File: config.mk
export PLATFORM = sky130hd
export DESIGN_NAME = particle_sensor_reply_parser
export DESIGN_NICKNAME = d
export VERILOG_FILES = /design/src/rtl/psrp_pkg.sv /design/src/rtl/particle_sensor_reply_parser.sv /design/src/rtl/psrp_step.sv
export SDC_FILE = /design/constraint.sdc
export NUM_CORES = 1
export LEC_CHECK = 0
export BUFFER_PORTS_ARGS = -buffer_cell sky130_fd_sc_hd__buf_2
export CAP_MARGIN = 20
export CORE_MARGIN = 3
export CORE_UTILIZATION = 60
export DETAILED_ROUTE_END_ITERATION = 10
export PLACE_DENSITY = 0.86
export SYNTH_ARGS = -nofsm -noshare
export SYNTH_HDL_FRONTEND = slang
export SYNTH_HIERARCHICAL = 1
export SYNTH_SLANG_ARGS = --single-unit
File: constraint.sdc
create_clock -name clk -period 8.8 [get_ports clk]
set_input_delay 1.76 -clock clk [delete_from_list [all_inputs] [get_ports clk]]
set_output_delay 1.76 -clock clk [all_outputs]
set_load 0.05 [all_outputs]
File: src/rtl/psrp_pkg.sv
// Shared types and constants of the particle sensor reply parser.
// No dependencies; used by psrp_step, the top level and the checker.
package psrp_pkg;

  localparam int unsigned AUTO_FRAME_BYTES = 32;
  localparam int unsigned POS_W            = 6;

  localparam logic [31:0] HEADER_RESET = 32'h424D_001C;
  localparam logic [7:0]  NACK_BYTE    = 8'h96;
  localparam logic [7:0]  ACK_BYTE     = 8'hA5;
  localparam logic [15:0] PM_RESET     = 16'd10;

  localparam logic [POS_W-1:0] AUTO_LAST  = POS_W'(AUTO_FRAME_BYTES - 1);
  localparam logic [POS_W-1:0] AUTO_SUM_END = POS_W'(AUTO_FRAME_BYTES - 2);
  localparam logic [POS_W-1:0] QUERY_LAST = POS_W'(7);
  localparam logic [POS_W-1:0] COEF_LAST  = POS_W'(4);
  localparam logic [POS_W-1:0] ACK_LAST   = POS_W'(1);

  // config register indexes
  localparam logic CFG_EXPECTED_REPLY = 1'b0;
  localparam logic CFG_AUTO_HEADER    = 1'b1;

  typedef enum logic [1:0] {
    MODE_AUTO  = 2'd0,
    MODE_QUERY = 2'd1,
    MODE_COEF  = 2'd2,
    MODE_ACK   = 2'd3
  } mode_t;

  typedef enum logic [1:0] {
    ST_OK     = 2'd0,
    ST_BAD    = 2'd1,
    ST_NO_ACK = 2'd2
  } status_t;

  typedef struct packed {
    logic [POS_W-1:0] byte_position;
    logic [15:0]      running_sum;
    logic             header_ok;
    logic [7:0]       held_high_byte;
    logic [15:0]      pending_pm10;
    logic [15:0]      pending_pm2_5;
    logic [7:0]       pending_coefficient;
    logic [7:0]       first_reply_byte;
    logic [15:0]      stored_pm10;
    logic [15:0]      stored_pm2_5;
  } parse_state_t;

  typedef struct packed {
    logic        last;
    status_t     status;
    logic [15:0] pm10;
    logic [15:0] pm2_5;
    logic [7:0]  coefficient;
    logic        coefficient_valid;
  } step_result_t;

endpackage

File: src/rtl/particle_sensor_reply_parser.sv
// Top level of the particle sensor reply parser: config registers, parser
// state, result register. Depends on psrp_pkg and psrp_step.
//
// Usage:
//   Input channel (in_valid/in_ready): one received UART byte per item,
//   rx_byte, with frame_start set on the first byte of a reply to restart
//   the byte count, sum and header check. Without frame_start a reply still
//   ends after its nominal length and the next byte opens a new one.
//   Output channel (out_valid/out_ready): one item per completed reply, on
//   its final byte: reply_status, the kept PM10/PM2.5 readings and, for a
//   coefficient reply that passed its check, the coefficient.
//   Config port: cfg_write with cfg_index 0 selects the expected reply
//   (auto 32 bytes, query 8, coefficient 5, ack 2), index 1 loads the four
//   auto-frame header bytes, first byte in bits 31..24. Write only while idle.
// Timing:
//   Each byte is parsed in the cycle it is accepted; a reply result shows on
//   the output in the cycle after its final byte is accepted. One byte per
//   cycle unless a result is stalled, set by the single state-update step.
// Reset (rst, synchronous): expected_reply = auto frame, header 0x424D001C,
//   readings 10, output empty.
// Stall: the result register holds while out_ready is low; in_ready is low
//   whenever a result is held and out_ready is low, and returns with it.
module particle_sensor_reply_parser (
  input  logic        clk,
  input  logic        rst,
  // config write port
  input  logic        cfg_write,
  input  logic        cfg_index,
  input  logic [31:0] cfg_data,
  // byte input
  input  logic        in_valid,
  output logic        in_ready,
  input  logic [7:0]  rx_byte,
  input  logic        frame_start,
  // reply result
  output logic        out_valid,
  input  logic        out_ready,
  output logic [1:0]  reply_status,
  output logic [15:0] pm10_value,
  output logic [15:0] pm2_5_value,
  output logic [7:0]  coefficient,
  output logic        coefficient_valid
);

  psrp_pkg::mode_t        expected_reply;
  logic [31:0]            auto_header;
  psrp_pkg::parse_state_t st;
  psrp_pkg::parse_state_t st_next;
  psrp_pkg::step_result_t res;
  logic                   in_take;
  logic                   out_free;

  psrp_step u_step (
    .st          (st),
    .mode        (expected_reply),
    .auto_header (auto_header),
    .rx_byte     (rx_byte),
    .frame_start (frame_start),
    .st_next     (st_next),
    .res         (res)
  );

  // Result slot is free if empty or being drained this cycle; input waits
  // on the slot for every byte.
  assign out_free = !out_valid || out_ready;
  assign in_ready = out_free;
  assign in_take  = in_valid && in_ready;

  // config registers
  always_ff @(posedge clk) begin
    if (rst) begin
      expected_reply <= psrp_pkg::MODE_AUTO;
      auto_header    <= psrp_pkg::HEADER_RESET;
    end else if (cfg_write) begin
      case (cfg_index)
        psrp_pkg::CFG_EXPECTED_REPLY: expected_reply <= psrp_pkg::mode_t'(cfg_data[1:0]);
        psrp_pkg::CFG_AUTO_HEADER:    auto_header    <= cfg_data;
        default: ;
      endcase
    end
  end

  // parser state
  always_ff @(posedge clk) begin
    if (rst) begin
      st <= '{header_ok:    1'b1,
              stored_pm10:  psrp_pkg::PM_RESET,
              stored_pm2_5: psrp_pkg::PM_RESET,
              default:      '0};
    end else if (in_take) begin
      st <= st_next;
    end
  end

  // result register
  always_ff @(posedge clk) begin
    if (rst) begin
      out_valid <= 1'b0;
    end else if (in_take && res.last) begin
      out_valid <= 1'b1;
    end else if (out_ready) begin
      out_valid <= 1'b0;
    end
  end

  always_ff @(posedge clk) begin
    if (in_take && res.last) begin
      reply_status      <= 2'(res.status);
      pm10_value        <= res.pm10;
      pm2_5_value       <= res.pm2_5;
      coefficient       <= res.coefficient;
      coefficient_valid <= res.coefficient_valid;
    end
  end

endmodule

File: src/rtl/psrp_step.sv
// Per-byte parse step: next parser state and the reply result for one byte.
// Depends on psrp_pkg.
module psrp_step (
  input  psrp_pkg::parse_state_t st,
  input  psrp_pkg::mode_t        mode,
  input  logic [31:0]            auto_header,
  input  logic [7:0]             rx_byte,
  input  logic                   frame_start,
  output psrp_pkg::parse_state_t st_next,
  output psrp_pkg::step_result_t res
);

  logic [psrp_pkg::POS_W-1:0] pos;
  logic [psrp_pkg::POS_W-1:0] last_pos;
  logic [15:0]                sum_base;
  logic                       hok_base;
  logic                       last;
  logic [7:0]                 want;
  logic [15:0]                word;
  logic [7:0]                 neg_sum;

  assign pos      = frame_start ? '0 : st.byte_position;
  assign sum_base = frame_start ? 16'd0 : st.running_sum;
  assign hok_base = frame_start ? 1'b1 : st.header_ok;
  assign word     = {st.held_high_byte, rx_byte};
  assign neg_sum  = 8'(16'd0 - sum_base);

  always_comb begin
    case (mode)
      psrp_pkg::MODE_AUTO:  last_pos = psrp_pkg::AUTO_LAST;
      psrp_pkg::MODE_QUERY: last_pos = psrp_pkg::QUERY_LAST;
      psrp_pkg::MODE_COEF:  last_pos = psrp_pkg::COEF_LAST;
      default:              last_pos = psrp_pkg::ACK_LAST;
    endcase
  end

  assign last = (pos >= last_pos);

  // header byte 0 sits in the top byte
  always_comb begin
    case (pos[1:0])
      2'd0:    want = auto_header[31:24];
      2'd1:    want = auto_header[23:16];
      2'd2:    want = auto_header[15:8];
      default: want = auto_header[7:0];
    endcase
  end

  always_comb begin
    st_next                = st;
    st_next.running_sum    = sum_base;
    st_next.header_ok      = hok_base;
    st_next.held_high_byte = rx_byte;
    st_next.byte_position  = last ? '0 : pos + 1'b1;
    if (pos == '0) begin
      st_next.first_reply_byte = rx_byte;
    end

    res.last              = last;
    res.status            = psrp_pkg::ST_OK;
    res.coefficient       = 8'd0;
    res.coefficient_valid = 1'b0;

    case (mode)
      psrp_pkg::MODE_AUTO: begin
        if (pos < psrp_pkg::POS_W'(4) && rx_byte != want) begin
          st_next.header_ok = 1'b0;
        end
        if (pos == psrp_pkg::POS_W'(7)) begin
          st_next.pending_pm2_5 = word;
        end
        if (pos == psrp_pkg::POS_W'(9)) begin
          st_next.pending_pm10 = word;
        end
        if (pos < psrp_pkg::AUTO_SUM_END) begin
          st_next.running_sum = sum_base + 16'(rx_byte);
        end
        if (last) begin
          if (st_next.header_ok && st_next.running_sum == word) begin
            st_next.stored_pm10  = st_next.pending_pm10;
            st_next.stored_pm2_5 = st_next.pending_pm2_5;
          end else begin
            res.status = psrp_pkg::ST_BAD;
          end
        end
      end
      psrp_pkg::MODE_QUERY, psrp_pkg::MODE_COEF: begin
        if (mode == psrp_pkg::MODE_QUERY) begin
          if (pos == psrp_pkg::POS_W'(4)) begin
            st_next.pending_pm2_5 = word;
          end
          if (pos == psrp_pkg::POS_W'(6)) begin
            st_next.pending_pm10 = word;
          end
        end else if (pos == psrp_pkg::POS_W'(3)) begin
          st_next.pending_coefficient = rx_byte;
        end
        if (last) begin
          if (neg_sum == rx_byte) begin
            if (mode == psrp_pkg::MODE_QUERY) begin
              st_next.stored_pm10  = st_next.pending_pm10;
              st_next.stored_pm2_5 = st_next.pending_pm2_5;
            end else begin
              res.coefficient       = st_next.pending_coefficient;
              res.coefficient_valid = 1'b1;
            end
          end else begin
            res.status = psrp_pkg::ST_BAD;
          end
        end else begin
          st_next.running_sum = sum_base + 16'(rx_byte);
        end
      end
      default: begin
        if (st_next.first_reply_byte == psrp_pkg::NACK_BYTE) begin
          res.status = psrp_pkg::ST_BAD;
        end else if (st_next.first_reply_byte == psrp_pkg::ACK_BYTE) begin
          res.status = psrp_pkg::ST_OK;
        end else begin
          res.status = psrp_pkg::ST_NO_ACK;
        end
      end
    endcase

    res.pm10  = st_next.stored_pm10;
    res.pm2_5 = st_next.stored_pm2_5;
  end

endmodule

==> flow_summary_export.csv, run 1 <==
group,metric,value,unit
cts,cts.repair.resized,0,
timing,worst_pin_slew,1.15,ns
placement,io_buffers,91,
run_status,status,"finished clean",
finish,diodes,0,
finish,finalNonFillerCells,1958,
yosys,synth_cell_types,77,
route,vias,13600,
timing,finalSetupViolCount,0,
power,powerDensity,138,nW/µm²
worst_setup_path,path_delay_family,"buffers and inverters",
worst_setup_path,r2r-start,"expected_reply[0]$_SDFFE_PP0P_",
placement,dp_hpwl,25500,µm
worst_setup_path,cp_max_fo,48,
yosys,yosysTopAreaCellShare,20.6,%
worst_setup_path,crit_buf_inv,5,
power,p_leak,5.03,nW
timing,hold_viol,0,
route,drt-initial-drc-count,2120,
worst_setup_path,rrSetupSlack,3.59,ns
grt,grt-ovfl-total,0,
floorplan,ioPinCount,92,
yosys,synth_area_leader_cell,"dfxtp_1",
yosys,synth_seq_area_share,29.7,%
grt,track_usage,33.1,%
cts,h-tree-depth,4,
finish,syn2layout_area_growth,4.09,%
cts,postCtsSetupBuffers,0,
worst_setup_path,r2r_cells,14,
cts,cts_num_sinks,189,
worst_setup_path,cp.required,9.16,ns
worst_setup_path,worstSetupEndpointType,"flop",
floorplan,coreArea,22900,µm²
timing,slew_viol_final,0,
yosys,synth_area_leaders,"dfxtp_1 (21%), edfxtp_1 (9.1%), nand4b_1 (6.6%)",
worst_hold_path,hold_class,"flop to flop",
yosys,yosysMostFrequentCell,"nand2_1",
timing,rsz0062_at_grt,"no",
yosys,ys_ff_latch,189,
yosys,ys_warn_count,6,
finish,fill_cells,1902,
worst_setup_path,path_cells,"buf_2 -> inv_1 -> nand2_1 -> inv_1 -> ha_1 -> a222oi_1 -> mux2i_1 -> xnor2_1 -> nand4_1 -> o21a_1 -> nor3_1 -> o211ai_1 -> buf_4 -> or4_1 -> buf_4 -> o211ai_1 -> nand4b_1 -> o21ai_0",
cts,clockBufferDepth,2,
worst_setup_path,start_kind,"primary input",
finish,fin_area,14800,µm²
power,peakVddDrop,0.126,mV
yosys,synth_edf_count,43,
timing,finalCritPeriodShare,73.4,%
grt,grt_pass1_vias,13300,
worst_setup_path,worstReg2RegEnd,"st[22]$_SDFFE_PP0P_",
yosys,postSynthAreaPerCell,8.24,µm²
placement,postPlaceCellArea,14100,µm²
timing,tns,0,ns
cts,cts.clk_slew.worst_paths,0.07,ns
route,drc,0,
finish,drive_above_1_share,14.3,%
worst_setup_path,worst-setup-path-type,"primary input to flop",
worst_hold_path,worstHoldStart,"auto_header[21]$_SDFFE_PP0P_",
floorplan,die_x,160,µm
timing,fmax,155,MHz
worst_hold_path,min_path_cells,2,
worst_setup_path,critPathArrivalTime,6.82,ns
placement,placed_cells_incl_taps,1925,
route,wirelength,43900,µm
route,viasPerCell,6.96,
run,cap_viol_max_count,0,
cts,postCtsHoldBufs,0,
route,antenna_left,0,
route,wl_per_cell,22.4,µm
floorplan,die_area,25500,µm²
finish,multi_input_area,8760,µm²
power,p_total,2.04,mW
route,firstDrtPassIters,7,
yosys,ys_top_cells_by_count,"nand2_1 (151), nand2b_1 (147), dfxtp_1 (146)",
cts,clock_latency,0.45,ns
floorplan,start_util,61.9,%
floorplan,die-height,160,µm
cts,root_buffer,"clkbuf_16",
grt,antenna_found_initial,0,
grt,grt_max_degree,134,
yosys,async_flop_share,0,%
finish,regArea,4210,µm²
timing,clock-skew-final,0.0142,ns
worst_setup_path,cp_slowest_cell,"buf_2",
yosys,syn_inst,1720,
floorplan,rows,55,
yosys,netlist_area,14200,µm²
yosys,synthesis.nets,1785,
timing,fin_crit,6.46,ns
worst_setup_path,max_stage_delay,0.63,ns
worst_hold_path,min_to,"auto_header[21]$_SDFFE_PP0P_",
placement,place_congestion,0.956,
grt,grt_pass1_wl,69600,µm
cts,cts_tree,"done",
timing,relSlewSlack,23.0,%
finish,final_nets,1697,
yosys,synth_ff_type,"dfxtp_1",
cts,cts_made_buffers,17,
[tightest hold or removal path, delay by kind of cell, from the launching register on]
| kind | cells | cell delay (ns) |
|---|---|---|
| AO/OA/AOI/OAI | 1 | 0.05 |
| AND/OR/NAND/NOR | 1 | 0.05 |
| flip-flops | 1 | 0.31 |
[worst max path at each step]
stage	start	endpoint	slack, ns	cells after the start
after floorplan	frame_start	coefficient[0]$_DFFE_PP_	2.28	14
final	frame_start	st[22]$_SDFFE_PP0P_	2.34	18
after detailed placement	frame_start	st[23]$_SDFFE_PP0P_	2.18	17
after global placement	frame_start	st[3]$_SDFFE_PP1P_	2.31	17
after CTS	frame_start	st[22]$_SDFFE_PP0P_	2.57	17
after global routing	frame_start	st[5]$_SDFFE_PP0P_	2.12	18
[final cells by class]
cell class,count,area share [%]
clock inverter,14,0.975
sequential,189,28.6
tap,313,2.65
inverter,44,1.12
timing repair buffer,111,4.27
multi-input combinational,1269,59.4
clock buffer,18,3.05
[stage by stage]
stage	hold WS [ns]	setup WS, ns	util (%)
2_1_floorplan	0.436	2.28	-
6_report	0.457	2.34	64.4
3_5_place_dp	0.449	2.18	61.7
3_3_place_gp	0.446	2.31	61.7
5_1_grt	0.479	2.12	64.4
4_1_cts	0.459	2.57	64.3
[per-layer routing]
layer | routed length (µm) | global-route usage, %
met1 | 17000 | 42.3
met5 | 0 | 0
met2 | 20200 | 53.6
met3 | 4590 | 5.42
met4 | 2130 | 18.2
[power by group]
part	total, mW	internal [mW]	switching (mW)
Combinational	0.311	0.106	0.205
Sequential	0.927	0.901	0.0257
Clock	0.798	0.397	0.401
Total	2.04	1.40	0.632
[flip-flops by register name, summed over array words and instances (netlist names)]
signal,cells
auto_header,32
coefficient,8
coefficient_valid,1
expected_reply,2
out_valid,1
pm10_value,16
pm2_5_value,16
reply_status,2
st,111
[logic make-up (layout without fill, tap and decap cells)]
| group | after synthesis | after routing | share of synthesized area (%) |
|---|---|---|---|
| flip-flops | 189 | 189 | 29.7 |
| XOR/XNOR | 40 | 40 | 2.47 |
| adder cells (fa/ha/maj) | 18 | 18 | 1.59 |
| AO/OA/AOI/OAI | 457 | 457 | 21.9 |
| AND/OR/NAND/NOR | 622 | 622 | 25.5 |
| buffers and inverters | 262 | 187 | 8.83 |
| multiplexers | 132 | 132 | 9.94 |
[cell usage in the layout (no fill, tap or decap), types with 4 or more instances in the layout]
cell type  instances
a211oi_1           7
a21oi_1           54
a222oi_1          12
a22oi_1           64
a31oi_1            5
and2_1            36
and3_1             4
buf_2             89
buf_4             21
clkbuf_16         18
dfxtp_1          146
edfxtp_1          43
ha_1              16
inv_1             42
inv_8              5
mux2_2            70
mux2i_1           62
nand2_1          151
nand2b_1         146
nand3_1           12
nand3b_1          12
nand4_1            9
nand4b_1         107
nor2_1            71
nor2b_1           17
nor3_1            18
nor4_1             7
o211ai_1          66
o21ai_0           57
o21ai_1           83
o221ai_1          16
o22ai_1            9
o31ai_1            5
o41ai_1           33
or2_2              6
or3_1              4
xnor2_1           28
xor2_1            12
Note: power is estimated with default switching activity, not from simulation.
==> inputs of run 2 (changes only) <==
--- a/config.mk
+++ b/config.mk
@@ -8,9 +8,9 @@
 export BUFFER_PORTS_ARGS = -buffer_cell sky130_fd_sc_hd__buf_2
 export CAP_MARGIN = 20
 export CORE_MARGIN = 3
-export CORE_UTILIZATION = 60
+export CORE_UTILIZATION = 56
 export DETAILED_ROUTE_END_ITERATION = 10
-export PLACE_DENSITY = 0.86
+export PLACE_DENSITY = 0.84
 export SYNTH_ARGS = -nofsm -noshare
 export SYNTH_HDL_FRONTEND = slang
 export SYNTH_HIERARCHICAL = 1
==> constraint.sdc (replaced) <==
create_clock -name clk -period 5.8 [get_ports clk]
set_input_delay 1.16 -clock clk [delete_from_list [all_inputs] [get_ports clk]]
set_output_delay 1.16 -clock clk [all_outputs]
set_load 0.05 [all_outputs]
==> run 2 against run 1 <==
  * Clock-buffer cell count stayed put
  * Design area increased by 1.1%
  * Largest power group unchanged
  * Highest routed layer unchanged
  * Worst hold slack improved by 0.0020 ns
  * First-iteration DRC count fell by 11%
==> flow_summary_export.csv, run 2 (synthesis results as in run 1) <==
group,metric,value,unit
run_status,status,"finished clean",
placement,io_buffers,91,
timing,fin_ws,0.707,ns
cts,postCtsSetupBuffers,0,
cts,clockBufferDepth,2,
power,p_leak,5.12,nW
route,drc,0,
power,peakVddDrop,0.167,mV
cts,postCtsHoldBufs,0,
timing,fmax,196,MHz
grt,antenna_found_initial,0,
route,drt-initial-drc-count,1879,
placement,dp_hpwl,26000,µm
finish,mostFrequentLayoutCells,"nand2_1 (151), nand2b_1 (146), dfxtp_1 (146)",
finish,drive_above_1_share,15.2,%
placement,dp_slack,0.426,ns
route,wl_per_cell,22.0,µm
floorplan,start_util,57.6,%
timing,hold_viol,0,
timing,hold_ws,0.459,ns
floorplan,die_x,165,µm
finish,regArea,4210,µm²
route,vias,13700,
timing,relSlewSlack,28.9,%
finish,final_common_cell,"nand2_1",
worst_setup_path,cp_max_fo,32,
timing,slew_viol_final,0,
finish,fill_cells,2138,
worst_setup_path,path_delay_family,"compound AO/OA/AOI/OAI gates",
worst_setup_path,start_kind,"primary input",
finish,multi_input_area,8760,µm²
floorplan,die-height,165,µm
grt,grt-ovfl-total,0,
worst_setup_path,critPathArrivalTime,5.46,ns
placement,place_congestion,0.996,
cts,h-tree-depth,4,
cts,clock_latency,0.45,ns
finish,final_nets,1715,
floorplan,rows,57,
worst_setup_path,max_stage_delay,0.50,ns
cts,cts_made_buffers,17,
route,viasPerCell,6.88,
grt,track_usage,31.2,%
timing,finalCritPeriodShare,87.8,%
cts,cts.repair.resized,0,
finish,regMostFlops,"st",
finish,diodes,0,
worst_setup_path,cp.required,6.16,ns
worst_setup_path,worst-setup-path-type,"primary input to flop",
route,antenna_left,0,
floorplan,ioPinCount,92,
timing,rsz0062_at_grt,"no",
finish,reg_top3,"st: 111 flops, auto_header: 32 flops",
timing,clock-skew-final,0.0159,ns
grt,grt_max_degree,122,
timing,worst_pin_slew,1.06,ns
worst_setup_path,crit_buf_inv,2,
worst_setup_path,path_cells,"buf_2 -> xnor2_1 -> ha_1 -> a21boi_1 -> a2111oi_4 -> o221ai_2 -> a211oi_2 -> xnor2_1 -> a222oi_1 -> o211ai_1 -> or4_1 -> buf_4 -> o211ai_1 -> nand4b_1 -> o21ai_0",
run,cap_viol_max_count,0,
grt,grt_pass1_wl,68100,µm
cts,cts_num_sinks,189,
cts,cts.clk_slew.worst_paths,0.09,ns
worst_setup_path,cp_slowest_cell,"or4_1",
timing,fin_crit,5.09,ns
route,wirelength,43700,µm
route,firstDrtPassIters,6,
timing,tns,0,ns
timing,finalSetupViolCount,0,
worst_hold_path,hold_class,"flop to flop",
finish,syn2layout_area_growth,5.23,%
cts,cts_tree,"done",
power,powerDensity,210,nW/µm²
power,p_total,3.13,mW
grt,grt_pass1_vias,12800,
floorplan,coreArea,24600,µm²
cts,root_buffer,"clkbuf_16",
worst_setup_path,worstSetupEndpointType,"flop",
finish,largest_register_ffs,111,
floorplan,die_area,27300,µm²
-- run 2: changes by cell type in the layout (fill, tap and decap cells not counted), sizes merged --
cell    previous run  this run
buf              111       129
clkinv             8         9
inv               50        49
-- run 2: worst paths after layout --
kind,endpoint,slack [ns],start,cells after the start
worst max-delay path,st[8]$_SDFFE_PP0P_,0.71,rx_byte[1],15
worst max register to register,st[8]$_SDFFE_PP0P_,1.15,st[90]$_SDFFE_PP0P_,15
worst min-delay path,auto_header[0]$_SDFFE_PP0P_,0.46,auto_header[0]$_SDFFE_PP0P_,2
worst min register to register,auto_header[0]$_SDFFE_PP0P_,0.46,auto_header[0]$_SDFFE_PP0P_,2
-- run 2: report_power, final --
part	switching [mW]	leakage [nW]	total, mW	internal, mW
registers	0.0386	1.57	1.41	1.37
clock network	0.636	0.302	1.24	0.605
logic	0.317	3.25	0.484	0.167
-- run 2: final cells by class --
class | count | share of cell area, %
inverters | 44 | 1.11
well taps | 324 | 2.72
flip-flops and latches | 189 | 28.2
repair buffers | 129 | 5.02
clock inverters | 14 | 1.26
clock buffers | 18 | 2.94
multi-input cells | 1269 | 58.7
-- run 2: per-stage QoR --
stage / util (%) / std cells / area, µm²
2_1_floorplan: - / 1720 / 14200
3_3_place_gp: 58.0 / 1954 / 14300
3_5_place_dp: 58.0 / 1954 / 14300
4_1_cts: 60.6 / 1986 / 14900
5_1_grt: 60.6 / 1987 / 14900
6_report: 60.6 / 1987 / 14900
-- run 2: layer usage --
layer	part of all wire, %	global-route usage [%]	vias to the layer above
li1	-	-	6145
met1	40	40.8	6497
met2	46	50.6	862
met3	10	5.14	161
met4	4.2	14.1	0
met5	0	0	-
-- run 2: tightest hold or removal path: cells and delay by family, from the launching register on --
kind            cells  cell delay (ns)
flops               1             0.32
compound gates      1             0.05
simple gates        1             0.05
